[src/rtl/ellipse_column_rasterizer_unit_macros.svh]
// assertion macros used by the ellipse column rasterizer back end
`ifndef ELLIPSE_COLUMN_RASTERIZER_UNIT_MACROS_SVH
`define ELLIPSE_COLUMN_RASTERIZER_UNIT_MACROS_SVH

// same-cycle implication, disabled during reset
`define ECR_ASSERT_NOW(label, clk, rst, ante, cons, msg) \
   label: assert property (@(posedge clk) disable iff (rst) (ante) |-> (cons)) \
      else $error(msg);

// next-cycle implication, disabled during reset
`define ECR_ASSERT_NEXT(label, clk, rst, ante, cons, msg) \
   label: assert property (@(posedge clk) disable iff (rst) (ante) |=> (cons)) \
      else $error(msg);

`endif

[src/rtl/ecr_pkg.sv]
// shared types, constants and the percent-to-cell scaling function
package ecr_pkg;

   localparam int POS_W   = 7;   // center coordinates
   localparam int RAD_W   = 7;   // horizontal radius
   localparam int V_W     = 5;   // vertical radius
   localparam int OFF_W   = 8;   // column offset
   localparam int CELL_W  = 8;   // output cell coordinates
   localparam int GRID_W  = 8;   // grid size registers
   localparam int VSQ_W   = 2 * V_W;
   localparam int HSQ_W   = 2 * RAD_W;
   localparam int ROOT_W  = V_W;
   localparam int CNT_W   = ROOT_W + 1;
   localparam int PROD_W  = 18;  // (coord + center) * grid, signed
   localparam int MAG_W   = 16;
   localparam int RECIP_W = 17;
   localparam int QUEUE_DEPTH = 2;

   // fixed-point scale of the height ratio, a power of two
   localparam int FRACTION_SCALE = 256;
   localparam int FRACTION_SHIFT = 8;

   // floor(m / 100) == (m * DIV_RECIP) >> DIV_SHIFT for all m below 2^16
   localparam logic [RECIP_W-1:0] DIV_RECIP = 17'd83887;
   localparam int DIV_SHIFT = 23;

   localparam int CSR_IDX_W = 1;
   localparam logic [CSR_IDX_W-1:0] CSR_GRID_WIDTH  = 1'b0;
   localparam logic [CSR_IDX_W-1:0] CSR_GRID_HEIGHT = 1'b1;
   localparam logic [GRID_W-1:0] GRID_RESET = 8'd32;

   typedef struct packed {
      logic [POS_W-1:0]        cx;
      logic [POS_W-1:0]        cy;
      logic [RAD_W-1:0]        h;
      logic [V_W-1:0]          v;
      logic signed [OFF_W-1:0] x;
      logic [RAD_W-1:0]        ax;
      logic                    h_zero;
   } job_type;

   // signed product / 100 truncated toward zero, wrapped to the cell width
   function automatic logic [CELL_W-1:0] span_div(input logic signed [PROD_W-1:0] p);
      logic [PROD_W-1:0]          mag;
      logic [MAG_W+RECIP_W-1:0]   scaled;
      logic [CELL_W-1:0]          quo;
      mag    = p[PROD_W-1] ? PROD_W'(-p) : PROD_W'(p);
      scaled = (MAG_W+RECIP_W)'(mag[MAG_W-1:0]) * (MAG_W+RECIP_W)'(DIV_RECIP);
      quo    = scaled[DIV_SHIFT +: CELL_W];
      return p[PROD_W-1] ? CELL_W'(-quo) : quo;
   endfunction

endpackage

[src/rtl/ecr_req_if.sv]
// request channel: one ellipse column per word
interface ecr_req_if;
   import ecr_pkg::*;
   logic                    valid;
   logic                    ready;
   logic [POS_W-1:0]        center_x;
   logic [POS_W-1:0]        center_y;
   logic [RAD_W-1:0]        h_radius;
   logic [V_W-1:0]          v_radius;
   logic signed [OFF_W-1:0] column_offset;

   modport source (output valid, center_x, center_y, h_radius, v_radius, column_offset,
                   input ready);
   modport sink (input valid, center_x, center_y, h_radius, v_radius, column_offset,
                 output ready);
endinterface

[src/rtl/ecr_rsp_if.sv]
// response channel: one grid cell per word
interface ecr_rsp_if;
   import ecr_pkg::*;
   logic                     valid;
   logic                     ready;
   logic signed [CELL_W-1:0] cell_x;
   logic signed [CELL_W-1:0] cell_y;
   logic                     last_cell;

   modport source (output valid, cell_x, cell_y, last_cell, input ready);
   modport sink (input valid, cell_x, cell_y, last_cell, output ready);
endinterface

[src/rtl/ecr_front.sv]
// front end: takes request words, clamps the vertical radius and the offset, pushes jobs
module ecr_front #(
   parameter int MAX_V_RADIUS = 31
) (
   ecr_req_if.sink          req_chan,
   input  logic             queue_full,
   output logic             push,
   output ecr_pkg::job_type job
);
   import ecr_pkg::*;

   localparam logic [V_W-1:0] V_MAX = V_W'(MAX_V_RADIUS);

   logic signed [OFF_W-1:0] h_pos;
   logic signed [OFF_W-1:0] h_neg;
   logic signed [OFF_W-1:0] x_clamped;

   assign req_chan.ready = !queue_full;
   assign push = req_chan.valid && !queue_full;

   always_comb begin
      h_pos = $signed({1'b0, req_chan.h_radius});
      h_neg = -h_pos;
      x_clamped = req_chan.column_offset;
      if (x_clamped > h_pos) begin
         x_clamped = h_pos;
      end else if (x_clamped < h_neg) begin
         x_clamped = h_neg;
      end
      job.cx = req_chan.center_x;
      job.cy = req_chan.center_y;
      job.h = req_chan.h_radius;
      job.v = (req_chan.v_radius > V_MAX) ? V_MAX : req_chan.v_radius;
      job.x = x_clamped;
      job.ax = x_clamped[OFF_W-1] ? RAD_W'(-x_clamped) : RAD_W'(x_clamped);
      job.h_zero = (req_chan.h_radius == '0);
   end

endmodule

[src/rtl/ecr_queue.sv]
// short job queue between front end and back end
module ecr_queue (
   input  logic             clock,
   input  logic             reset,
   input  logic             push,
   input  ecr_pkg::job_type push_job,
   input  logic             pop,
   output ecr_pkg::job_type head_job,
   output logic             head_valid,
   output logic             full
);
   import ecr_pkg::*;

   localparam int PTR_W = (QUEUE_DEPTH > 1) ? $clog2(QUEUE_DEPTH) : 1;
   localparam int FILL_W = $clog2(QUEUE_DEPTH + 1);

   job_type           slot_ff [QUEUE_DEPTH];
   logic [PTR_W-1:0]  wr_ptr_ff, wr_ptr_in;
   logic [PTR_W-1:0]  rd_ptr_ff, rd_ptr_in;
   logic [FILL_W-1:0] fill_ff, fill_in;
   logic              do_push;
   logic              do_pop;

   assign full = (fill_ff == FILL_W'(QUEUE_DEPTH));
   assign head_valid = (fill_ff != '0);
   assign head_job = slot_ff[rd_ptr_ff];
   assign do_push = push && !full;
   assign do_pop = pop && head_valid;

   always_comb begin
      wr_ptr_in = wr_ptr_ff;
      rd_ptr_in = rd_ptr_ff;
      fill_in = fill_ff;
      if (do_push) begin
         wr_ptr_in = (wr_ptr_ff == PTR_W'(QUEUE_DEPTH - 1)) ? '0 : wr_ptr_ff + 1'b1;
      end
      if (do_pop) begin
         rd_ptr_in = (rd_ptr_ff == PTR_W'(QUEUE_DEPTH - 1)) ? '0 : rd_ptr_ff + 1'b1;
      end
      if (do_push && !do_pop) begin
         fill_in = fill_ff + 1'b1;
      end else if (do_pop && !do_push) begin
         fill_in = fill_ff - 1'b1;
      end
   end

   always_ff @(posedge clock) begin
      if (reset) begin
         wr_ptr_ff <= '0;
         rd_ptr_ff <= '0;
         fill_ff <= '0;
      end else begin
         wr_ptr_ff <= wr_ptr_in;
         rd_ptr_ff <= rd_ptr_in;
         fill_ff <= fill_in;
      end
   end

   always_ff @(posedge clock) begin
      if (do_push) begin
         slot_ff[wr_ptr_ff] <= push_job;
      end
   end

endmodule

[src/rtl/ecr_divider.sv]
// restoring divider, one quotient bit per cycle
module ecr_divider #(
   parameter int QUOT_W = 10,
   parameter int DEN_W = 14
) (
   input  logic                      clock,
   input  logic                      reset,
   input  logic                      start,
   input  logic [DEN_W+QUOT_W-1:0]   num,
   input  logic [DEN_W-1:0]          den,
   output logic                      busy,
   output logic                      done,
   output logic [QUOT_W-1:0]         quot
);
   localparam int REM_W = DEN_W + QUOT_W;
   localparam int STEP_W = $clog2(QUOT_W + 1);

   logic [REM_W-1:0]  rem_ff, rem_in;
   logic [REM_W-1:0]  dsh_ff, dsh_in;
   logic [QUOT_W-1:0] quot_ff, quot_in;
   logic [STEP_W-1:0] step_ff, step_in;
   logic              done_ff, done_in;
   logic              take;

   assign busy = (step_ff != '0);
   assign done = done_ff;
   assign quot = quot_ff;

   always_comb begin
      rem_in = rem_ff;
      dsh_in = dsh_ff;
      quot_in = quot_ff;
      step_in = step_ff;
      done_in = 1'b0;
      take = (rem_ff >= dsh_ff);
      if (start) begin
         rem_in = num;
         dsh_in = REM_W'(den) << (QUOT_W - 1);
         quot_in = '0;
         step_in = STEP_W'(QUOT_W);
      end else if (step_ff != '0) begin
         if (take) begin
            rem_in = rem_ff - dsh_ff;
         end
         quot_in = {quot_ff[QUOT_W-2:0], take};
         dsh_in = dsh_ff >> 1;
         step_in = step_ff - 1'b1;
         done_in = (step_ff == STEP_W'(1));
      end
   end

   always_ff @(posedge clock) begin
      if (reset) begin
         step_ff <= '0;
         done_ff <= 1'b0;
      end else begin
         step_ff <= step_in;
         done_ff <= done_in;
      end
   end

   always_ff @(posedge clock) begin
      rem_ff <= rem_in;
      dsh_ff <= dsh_in;
      quot_ff <= quot_in;
   end

endmodule

[src/rtl/ecr_back.sv]
// back end: half-height, square root and cell emission for one column
`include "ellipse_column_rasterizer_unit_macros.svh"

module ecr_back (
   input  logic                        clock,
   input  logic                        reset,
   input  ecr_pkg::job_type            job,
   input  logic                        job_valid,
   output logic                        job_pop,
   input  logic [ecr_pkg::GRID_W-1:0]  grid_width,
   input  logic [ecr_pkg::GRID_W-1:0]  grid_height,
   ecr_rsp_if.source                   rsp_chan
);
   import ecr_pkg::*;

   localparam int SCALE_W = $clog2(FRACTION_SCALE + 1);
   localparam int QUOT_W = (SCALE_W > VSQ_W) ? SCALE_W : VSQ_W;
   localparam int DEN_W = HSQ_W;
   localparam int REM_W = DEN_W + QUOT_W;
   localparam logic [SCALE_W-1:0] SCALE_MAX = SCALE_W'(FRACTION_SCALE);

   typedef enum logic [9:0] {
      S_IDLE       = 10'b0000000001,
      S_SQUARE     = 10'b0000000010,
      S_RATIO_GO   = 10'b0000000100,
      S_RATIO_WAIT = 10'b0000001000,
      S_HEIGHT     = 10'b0000010000,
      S_YSQ        = 10'b0000100000,
      S_ROOT       = 10'b0001000000,
      S_SETUP      = 10'b0010000000,
      S_PX         = 10'b0100000000,
      S_EMIT       = 10'b1000000000
   } state_type;

   state_type                state_ff, state_in;
   job_type                  job_ff, job_in;
   logic [HSQ_W-1:0]         axsq_ff, axsq_in;
   logic [HSQ_W-1:0]         hsq_ff, hsq_in;
   logic [VSQ_W-1:0]         vsq_ff, vsq_in;
   logic [SCALE_W-1:0]       ratio_ff, ratio_in;
   logic [REM_W-1:0]         hnum_ff, hnum_in;
   logic [VSQ_W-1:0]         ysq_ff, ysq_in;
   logic [ROOT_W-1:0]        root_ff, root_in;
   logic [ROOT_W-1:0]        rbit_ff, rbit_in;
   logic signed [PROD_W-1:0] p_ff, p_in;
   logic signed [PROD_W-1:0] pxp_ff, pxp_in;
   logic [CELL_W-1:0]        px_ff, px_in;
   logic [CNT_W-1:0]         left_ff, left_in;
   logic                     out_valid_ff, out_valid_in;
   logic [CELL_W-1:0]        cell_x_ff, cell_x_in;
   logic [CELL_W-1:0]        cell_y_ff, cell_y_in;
   logic                     last_ff, last_in;

   logic                     div_start;
   logic [REM_W-1:0]         div_num;
   logic [DEN_W-1:0]         div_den;
   logic                     div_busy;
   logic                     div_done;
   logic [QUOT_W-1:0]        div_quot;

   logic                     out_load;
   logic                     cell_done;
   logic [ROOT_W-1:0]        trial;
   logic [VSQ_W-1:0]         trial_sq;
   logic signed [8:0]        ydiff;
   logic signed [8:0]        xsum;

   ecr_divider #(
      .QUOT_W (QUOT_W),
      .DEN_W  (DEN_W)
   ) u_divider (
      .clock (clock),
      .reset (reset),
      .start (div_start),
      .num   (div_num),
      .den   (div_den),
      .busy  (div_busy),
      .done  (div_done),
      .quot  (div_quot)
   );

   assign rsp_chan.valid = out_valid_ff;
   assign rsp_chan.cell_x = $signed(cell_x_ff);
   assign rsp_chan.cell_y = $signed(cell_y_ff);
   assign rsp_chan.last_cell = last_ff;

   assign job_pop = (state_ff == S_IDLE) && job_valid;
   assign out_load = (state_ff == S_EMIT) && (!out_valid_ff || rsp_chan.ready);
   assign cell_done = out_load && (left_ff == '0);

   always_comb begin
      state_in = state_ff;
      job_in = job_ff;
      axsq_in = axsq_ff;
      hsq_in = hsq_ff;
      vsq_in = vsq_ff;
      ratio_in = ratio_ff;
      hnum_in = hnum_ff;
      ysq_in = ysq_ff;
      root_in = root_ff;
      rbit_in = rbit_ff;
      p_in = p_ff;
      pxp_in = pxp_ff;
      px_in = px_ff;
      left_in = left_ff;
      cell_x_in = cell_x_ff;
      cell_y_in = cell_y_ff;
      last_in = last_ff;
      out_valid_in = out_valid_ff && !rsp_chan.ready;
      div_start = 1'b0;
      div_num = REM_W'(axsq_ff) * REM_W'(SCALE_MAX);
      div_den = hsq_ff;
      trial = root_ff | rbit_ff;
      trial_sq = VSQ_W'(trial) * VSQ_W'(trial);
      ydiff = $signed({2'b00, job_ff.cy}) - $signed({4'b0000, root_ff});
      xsum = 9'($signed(job_ff.x)) + $signed({2'b00, job_ff.cx});

      unique case (state_ff)
         S_IDLE: begin
            if (job_valid) begin
               job_in = job;
               state_in = S_SQUARE;
            end
         end
         S_SQUARE: begin
            axsq_in = HSQ_W'(job_ff.ax) * HSQ_W'(job_ff.ax);
            hsq_in = HSQ_W'(job_ff.h) * HSQ_W'(job_ff.h);
            vsq_in = VSQ_W'(job_ff.v) * VSQ_W'(job_ff.v);
            state_in = S_RATIO_GO;
         end
         S_RATIO_GO: begin
            // zero horizontal radius gives the full height
            if (job_ff.h_zero) begin
               ratio_in = '0;
               state_in = S_HEIGHT;
            end else begin
               div_start = 1'b1;
               state_in = S_RATIO_WAIT;
            end
         end
         S_RATIO_WAIT: begin
            if (div_done) begin
               ratio_in = (div_quot > QUOT_W'(SCALE_MAX)) ? SCALE_MAX
                                                           : div_quot[SCALE_W-1:0];
               state_in = S_HEIGHT;
            end
         end
         S_HEIGHT: begin
            hnum_in = REM_W'(vsq_ff) * REM_W'(SCALE_MAX - ratio_ff);
            state_in = S_YSQ;
         end
         S_YSQ: begin
            ysq_in = VSQ_W'(hnum_ff >> FRACTION_SHIFT);
            root_in = '0;
            rbit_in = {1'b1, {(ROOT_W-1){1'b0}}};
            state_in = S_ROOT;
         end
         S_ROOT: begin
            // one root bit per cycle, msb first
            if (trial_sq <= ysq_ff) begin
               root_in = trial;
            end
            rbit_in = rbit_ff >> 1;
            if (rbit_ff[0]) begin
               state_in = S_SETUP;
            end
         end
         S_SETUP: begin
            p_in = PROD_W'(ydiff) * PROD_W'($signed({1'b0, grid_height}));
            pxp_in = PROD_W'(xsum) * PROD_W'($signed({1'b0, grid_width}));
            left_in = {root_ff, 1'b0};
            state_in = S_PX;
         end
         S_PX: begin
            px_in = span_div(pxp_ff);
            state_in = S_EMIT;
         end
         S_EMIT: begin
            if (out_load) begin
               out_valid_in = 1'b1;
               cell_x_in = px_ff;
               cell_y_in = span_div(p_ff);
               last_in = (left_ff == '0);
               // next row adds one grid height to the running product
               p_in = p_ff + PROD_W'($signed({1'b0, grid_height}));
               left_in = left_ff - 1'b1;
               if (left_ff == '0) begin
                  state_in = S_IDLE;
               end
            end
         end
         default: begin
            state_in = S_IDLE;
         end
      endcase
   end

   always_ff @(posedge clock) begin
      if (reset) begin
         state_ff <= S_IDLE;
         out_valid_ff <= 1'b0;
      end else begin
         state_ff <= state_in;
         out_valid_ff <= out_valid_in;
      end
   end

   always_ff @(posedge clock) begin
      job_ff <= job_in;
      axsq_ff <= axsq_in;
      hsq_ff <= hsq_in;
      vsq_ff <= vsq_in;
      ratio_ff <= ratio_in;
      hnum_ff <= hnum_in;
      ysq_ff <= ysq_in;
      root_ff <= root_in;
      rbit_ff <= rbit_in;
      p_ff <= p_in;
      pxp_ff <= pxp_in;
      px_ff <= px_in;
      left_ff <= left_in;
      cell_x_ff <= cell_x_in;
      cell_y_ff <= cell_y_in;
      last_ff <= last_in;
   end

   `ECR_ASSERT_NOW(a_div_start_idle, clock, reset, div_start, !div_busy, "divider restarted while busy")
   `ECR_ASSERT_NOW(a_ratio_bound, clock, reset, (state_ff == S_HEIGHT), (ratio_ff <= SCALE_MAX), "ratio above scale")
   `ECR_ASSERT_NOW(a_root_bound, clock, reset, (state_ff == S_SETUP), (root_ff <= job_ff.v), "root above vertical radius")
   `ECR_ASSERT_NEXT(a_last_ends_run, clock, reset, cell_done, (state_ff == S_IDLE), "run continued after last cell")

endmodule

[src/rtl/ellipse_column_rasterizer_unit.sv]
// top level: grid registers, request front end, job queue and cell back end
//
// Takes one ellipse column per request word on req_chan (center, radii and
// column offset in percent) and returns the grid cells of that column on
// rsp_chan, lowest row first, with last_cell set on the final cell.
// grid_width (index 0) and grid_height (index 1) are written through the
// csr_ port; both reset to 32. The user must write them only while no
// column is in flight; the block itself does not enforce this.
// Into an idle block the first cell follows one pass through the ratio
// divider, whose quotient width is 10 at a scale of 256, then a five-step
// square root. A zero horizontal radius skips the divider.
// The 2*y1+1 cells then go out one per cycle while rsp_chan is ready;
// a full column has 63 cells. A two-word job queue lets the next request
// be taken while a column is still being emitted. When rsp_chan stalls,
// the output register holds its word and the back end waits; the queue
// fills and req_chan.ready drops. Reset empties the queue and the output
// register.
module ellipse_column_rasterizer_unit #(
   parameter int MAX_V_RADIUS = 31
) (
   input  logic                          clock,
   input  logic                          reset,
   ecr_req_if.sink                       req_chan,
   ecr_rsp_if.source                     rsp_chan,
   input  logic                          csr_write_en,
   input  logic [ecr_pkg::CSR_IDX_W-1:0] csr_index,
   input  logic [ecr_pkg::GRID_W-1:0]    csr_write_data
);
   import ecr_pkg::*;

   logic [GRID_W-1:0] grid_width_ff, grid_width_in;
   logic [GRID_W-1:0] grid_height_ff, grid_height_in;
   job_type           front_job;
   job_type           head_job;
   logic              push;
   logic              queue_full;
   logic              head_valid;
   logic              pop;

   always_comb begin
      grid_width_in = grid_width_ff;
      grid_height_in = grid_height_ff;
      if (csr_write_en) begin
         unique case (csr_index)
            CSR_GRID_WIDTH:  grid_width_in = csr_write_data;
            CSR_GRID_HEIGHT: grid_height_in = csr_write_data;
            default: begin
               grid_width_in = grid_width_ff;
            end
         endcase
      end
   end

   always_ff @(posedge clock) begin
      if (reset) begin
         grid_width_ff <= GRID_RESET;
         grid_height_ff <= GRID_RESET;
      end else begin
         grid_width_ff <= grid_width_in;
         grid_height_ff <= grid_height_in;
      end
   end

   ecr_front #(
      .MAX_V_RADIUS (MAX_V_RADIUS)
   ) u_front (
      .req_chan   (req_chan),
      .queue_full (queue_full),
      .push       (push),
      .job        (front_job)
   );

   ecr_queue u_queue (
      .clock      (clock),
      .reset      (reset),
      .push       (push),
      .push_job   (front_job),
      .pop        (pop),
      .head_job   (head_job),
      .head_valid (head_valid),
      .full       (queue_full)
   );

   ecr_back u_back (
      .clock       (clock),
      .reset       (reset),
      .job         (head_job),
      .job_valid   (head_valid),
      .job_pop     (pop),
      .grid_width  (grid_width_ff),
      .grid_height (grid_height_ff),
      .rsp_chan    (rsp_chan)
   );

endmodule
[src/flat_wrapper.sv]
// flat-port wrapper written by rule: the top's interface ports become plain ports
module ellipse_column_rasterizer_unit_flat import ecr_pkg::*;
#(
   parameter int MAX_V_RADIUS = 31
)
  (clock, reset, csr_write_en, csr_index, csr_write_data, req_chan_valid, req_chan_center_x, req_chan_center_y, req_chan_h_radius, req_chan_v_radius, req_chan_column_offset, req_chan_ready, rsp_chan_valid, rsp_chan_cell_x, rsp_chan_cell_y, rsp_chan_last_cell, rsp_chan_ready);
  ecr_req_if req_chan_i ();
  ecr_rsp_if rsp_chan_i ();
  input  logic clock;
  input  logic reset;
  input  logic csr_write_en;
  input  logic [ecr_pkg::CSR_IDX_W-1:0] csr_index;
  input  logic [ecr_pkg::GRID_W-1:0] csr_write_data;
  input wire logic [$bits(req_chan_i.valid)-1:0] req_chan_valid;
  input wire logic [$bits(req_chan_i.center_x)-1:0] req_chan_center_x;
  input wire logic [$bits(req_chan_i.center_y)-1:0] req_chan_center_y;
  input wire logic [$bits(req_chan_i.h_radius)-1:0] req_chan_h_radius;
  input wire logic [$bits(req_chan_i.v_radius)-1:0] req_chan_v_radius;
  input wire logic [$bits(req_chan_i.column_offset)-1:0] req_chan_column_offset;
  output wire logic [$bits(req_chan_i.ready)-1:0] req_chan_ready;
  output wire logic [$bits(rsp_chan_i.valid)-1:0] rsp_chan_valid;
  output wire logic [$bits(rsp_chan_i.cell_x)-1:0] rsp_chan_cell_x;
  output wire logic [$bits(rsp_chan_i.cell_y)-1:0] rsp_chan_cell_y;
  output wire logic [$bits(rsp_chan_i.last_cell)-1:0] rsp_chan_last_cell;
  input wire logic [$bits(rsp_chan_i.ready)-1:0] rsp_chan_ready;
  assign req_chan_i.valid = req_chan_valid;
  assign req_chan_i.center_x = req_chan_center_x;
  assign req_chan_i.center_y = req_chan_center_y;
  assign req_chan_i.h_radius = req_chan_h_radius;
  assign req_chan_i.v_radius = req_chan_v_radius;
  assign req_chan_i.column_offset = req_chan_column_offset;
  assign req_chan_ready = req_chan_i.ready;
  assign rsp_chan_valid = rsp_chan_i.valid;
  assign rsp_chan_cell_x = rsp_chan_i.cell_x;
  assign rsp_chan_cell_y = rsp_chan_i.cell_y;
  assign rsp_chan_last_cell = rsp_chan_i.last_cell;
  assign rsp_chan_i.ready = rsp_chan_ready;
  ellipse_column_rasterizer_unit #(.MAX_V_RADIUS(MAX_V_RADIUS)) u_core (.clock(clock), .reset(reset), .req_chan(req_chan_i), .rsp_chan(rsp_chan_i), .csr_write_en(csr_write_en), .csr_index(csr_index), .csr_write_data(csr_write_data));
endmodule
[config.mk]
export PLATFORM = sky130hd
export DESIGN_NAME = ellipse_column_rasterizer_unit_flat
export DESIGN_NICKNAME = d
export VERILOG_FILES = /design/src/rtl/ecr_pkg.sv /design/src/rtl/ecr_req_if.sv /design/src/rtl/ecr_rsp_if.sv /design/src/rtl/ecr_front.sv /design/src/rtl/ecr_queue.sv /design/src/rtl/ecr_divider.sv /design/src/rtl/ecr_back.sv /design/src/rtl/ellipse_column_rasterizer_unit.sv /design/src/flat_wrapper.sv
export VERILOG_INCLUDE_DIRS = /design/src /design/src/rtl
export SDC_FILE = /design/constraint.sdc
export NUM_CORES = 2
export LEC_CHECK = 0
export ABC_CLOCK_PERIOD_IN_PS = 9900
export BUFFER_PORTS_ARGS = -buffer_cell sky130_fd_sc_hd__buf_2
export CAP_MARGIN = 20
export CORE_MARGIN = 2
export CORE_UTILIZATION = 47
export CTS_CLUSTER_SIZE = 24
export DETAILED_ROUTE_END_ITERATION = 12
export PLACE_DENSITY_LB_ADDON = 0.25
export RECOVER_POWER = 25
export SETUP_SLACK_MARGIN = 0.1
export SLEW_MARGIN = 20
export SYNTH_ARGS = -nofsm -noshare
export SYNTH_HDL_FRONTEND = slang
export SYNTH_SLANG_ARGS = --single-unit
[constraint.sdc]
create_clock -name clock -period 9.9 [get_ports clock]
set_input_delay 2.97 -clock clock [delete_from_list [all_inputs] [get_ports clock]]
set_output_delay 2.97 -clock clock [all_outputs]
set_load 0.01 [all_outputs]
==> impl_metrics.yaml <==
status:
  outcome: "finished with violations"
  violations: "capacitance limit, slew limit"
worst_setup_path:
  max_stage_delay_ps: 570
  r2r_cells: 30
  cp_max_fo: 8
  required_ps: 10220
  reg2reg_slack_ps: 1440
  r2r-end: "u_core.u_back.rsp_chan.cell_y[6]"
  cp-end-kind: "flop"
  cp-start-kind: "flop"
  crit_arrival_ps: 8770
  r2r_start: "u_core.u_back.p_ff[8]"
  slowest_stage: "or4_1"
  critPathKind: "reg -> reg"
clocking:
  post_cts_buffers: 0
  cts_buffer_depth: 3
  cts_resized: 0
  clock_latency_ps: 590
  cts_made_buffers: 42
  path_clk_slew_ps: 70
  htree_levels: 2
  cts_root_buf: "clkbuf_16"
  cts_hold_buf: 0
  cts_tree: "done"
  cts_sinks: 356
timing:
  slew_headroom_pct: -62.2
  fin_tns_setup_ps: 0
  hold_slack_ps: 412
  finalCriticalPeriod_ps: 8460
  final_hold_viol_count: 0
  rsz0062_at_grt: "no"
  skew_ps: 23.1
  period_share_pct: 85.4
  setup_viol: 0
  fmax_mhz: 118
  finalMaxSlewViolations: 76
  tightest_slew_ps: 2430
layout:
  diodes: 0
  area_growth_pct: 8.03
  instances_no_fill: 4719
  postLayoutCellArea_um2: 39700
  drive_above_1_share_pct: 6.14
  fin_nets: 4606
yosys:
  synth_most_common_cell: "inv_1"
  ys.flop_type: "edfxtp_1"
  synth_area_um2: 36700
  ys_async_sr_fraction_pct: 0
  synth_area_leaders: "edfxtp_1, fa_1, ha_1, inv_1, xnor2_1"
  seq_area_frac_synth_pct: 27.4
  syn_avg_cell_area_um2: 10.2
  yosysTopAreaCell: "edfxtp_1"
  synth-edff-count: 291
  yosysTopAreaCellShare_pct: 23.8
  synth_warnings: 0
  ys_ff_latch: 356
  synth_commonest_cells: "inv_1, ha_1, fa_1"
  syn_inst: 3586
  netlist-cell-type-count: 68
global_route:
  grt-ovfl-total: 0
  grt_pass1_vias: 24900
  track_usage_pct: 18.6
  antenna_found_initial: 0
  grt_max_degree: 85
  grt_pass1_wl_um: 123000
power_and_ir_drop:
  ir_worst_vdd_mv: 0.391
  p_per_area_nw_per_um2: 243
  power_leakage_nw: 18.7
  power_mw: 9.65
die:
  core_um2: 77300
  dieArea_um2: 80300
  start_util_pct: 47.5
  dieHeight_um: 283
  dieWidth_um: 283
  num_io_pins: 67
  num_rows: 102
hold_path:
  min-delay-start: "u_core.u_back.hnum_ff[12]"
  min_path_cells: 0
  hold_class: "reg -> reg"
  min_to: "u_core.u_back.ysq_ff[4]"
detailed_routing:
  firstDrtPassIters: 7
  vias: 23600
  drt_wl_total_um: 71700
  wl_per_cell_um: 15.2
  drt_iter0_drc: 881
  antenna_left: 0
  drc: 0
  via_per_inst: 5.01
placed_design:
  dp_hpwl_um: 58200
  gp_congestion: 0.906
  place_area_um2: 38300
  io_buffers: 66
  dp.cells: 4644
run:
  cap_violations: 2
==> critical path, delay by kind of cell, from the launching register on <==
kind	cells	cell delay [ps]
xor+xnor	5	1290
flops	1	510
buf+inv	5	400
fa+ha+maj	7	3100
compound gates	8	1790
simple gates	5	1100
==> cell usage in the layout, fill, tap and decap left out, types with 13 or more instances in the layout <==
master     netlist  final
o41ai_1         13     13
nor2b_1         33     33
ha_1           527    527
or3_1           22     22
xor2_1          62     62
mux2i_1         15     15
o21bai_1        24     24
nand2_1        289    289
mux2_2          47     39
xnor2_1        155    155
fa_1           383    383
a21oi_1        144    144
a21o_1          48     48
nor2_1         138    135
and2_1         155    145
nor3_1          40     39
nand2b_1        24     24
dfxtp_1         65     65
buf_2            0     66
edfxtp_1       291    291
o31ai_1         34     34
or2_2           21     21
nand3_1         32     32
inv_1          695    695
clkbuf_16        0     43
buf_4            0     14
o21a_1          18     18
o21ai_0         88     87
==> kinds of logic (layout without fill, tap and decap cells) <==
| logic type | count (synthesis) | in the layout | share of synthesized area (%) |
|---|---|---|---|
| AND/OR/NAND/NOR | 816 | 816 | 10.9 |
| buffers and inverters | 770 | 857 | 7.89 |
| other | 2 | 8 | 0.0205 |
| AO/OA/AOI/OAI | 449 | 449 | 7.75 |
| flip-flops | 356 | 356 | 27.4 |
| multiplexers | 62 | 62 | 1.85 |
| XOR/XNOR | 221 | 221 | 5.39 |
| adder cells (fa/ha/maj) | 910 | 910 | 38.9 |
==> state kept, by name, indices dropped and copies added, names as in the netlist, 13 cells and up <==
signal,flops
u_core.u_back.p_ff,18
u_core.u_back.div_den,13
u_core.u_back.u_divider.dsh_ff,23
u_core.u_back.job_ff,41
u_core.u_back.axsq_ff,13
u_core.u_queue.slot_ff,82
u_core.u_back.u_divider.rem_ff,24
u_core.u_back.pxp_ff,17
==> how the worst max path moves through the flow <==
stage / from / to / cells past startpoint
floorplan: u_core.u_back.pxp_ff[7] / u_core.u_back.px_ff[7] / 27
global placement: u_core.u_back.p_ff[8] / u_core.u_back.rsp_chan.cell_y[7] / 26
detailed placement: u_core.u_back.p_ff[8] / u_core.u_back.rsp_chan.cell_y[6] / 30
CTS: u_core.u_back.p_ff[8] / u_core.u_back.rsp_chan.cell_y[6] / 30
global route: u_core.u_back.p_ff[8] / u_core.u_back.rsp_chan.cell_y[6] / 30
finish: u_core.u_back.p_ff[8] / u_core.u_back.rsp_chan.cell_y[6] / 30
==> metal layers <==
layer	track usage [%]	vias up	share of wire, %
li1	-	11900	-
met1	24.6	11400	47
met2	32.7	250	48
met3	1.82	87	2.7
met4	4.34	0	2.0
met5	0	-	0
==> power by group <==
part / internal, mW / leakage [nW] / switching [mW] / total [mW]
Sequential: 2.31 / 3.19 / 0.216 / 2.53
Combinational: 2.49 / 14.8 / 3.07 / 5.56
Clock: 0.918 / 0.684 / 0.651 / 1.57
Total: 5.72 / 18.7 / 3.94 / 9.65
==> area by class of cell <==
type | count | area, um^2
fillers | 7078 | 37700
multi-input cells | 2466 | 23800
flip-flops and latches | 356 | 10000
inverters | 698 | 2630
well taps | 1040 | 1300
clock buffers | 50 | 1110
repair buffers | 84 | 467
clock inverters | 25 | 284
==> stage by stage <==
| step | utilization (%) | setup WS, ps |
|---|---|---|
| floorplan | - | 2010 |
| global placement | 49.5 | 1590 |
| detailed placement | 49.5 | 1430 |
| CTS | 51.3 | 1380 |
| global route | 51.3 | 687 |
| finish | 51.3 | 1440 |
No activity file was read; power rests on OpenSTA's default activity.
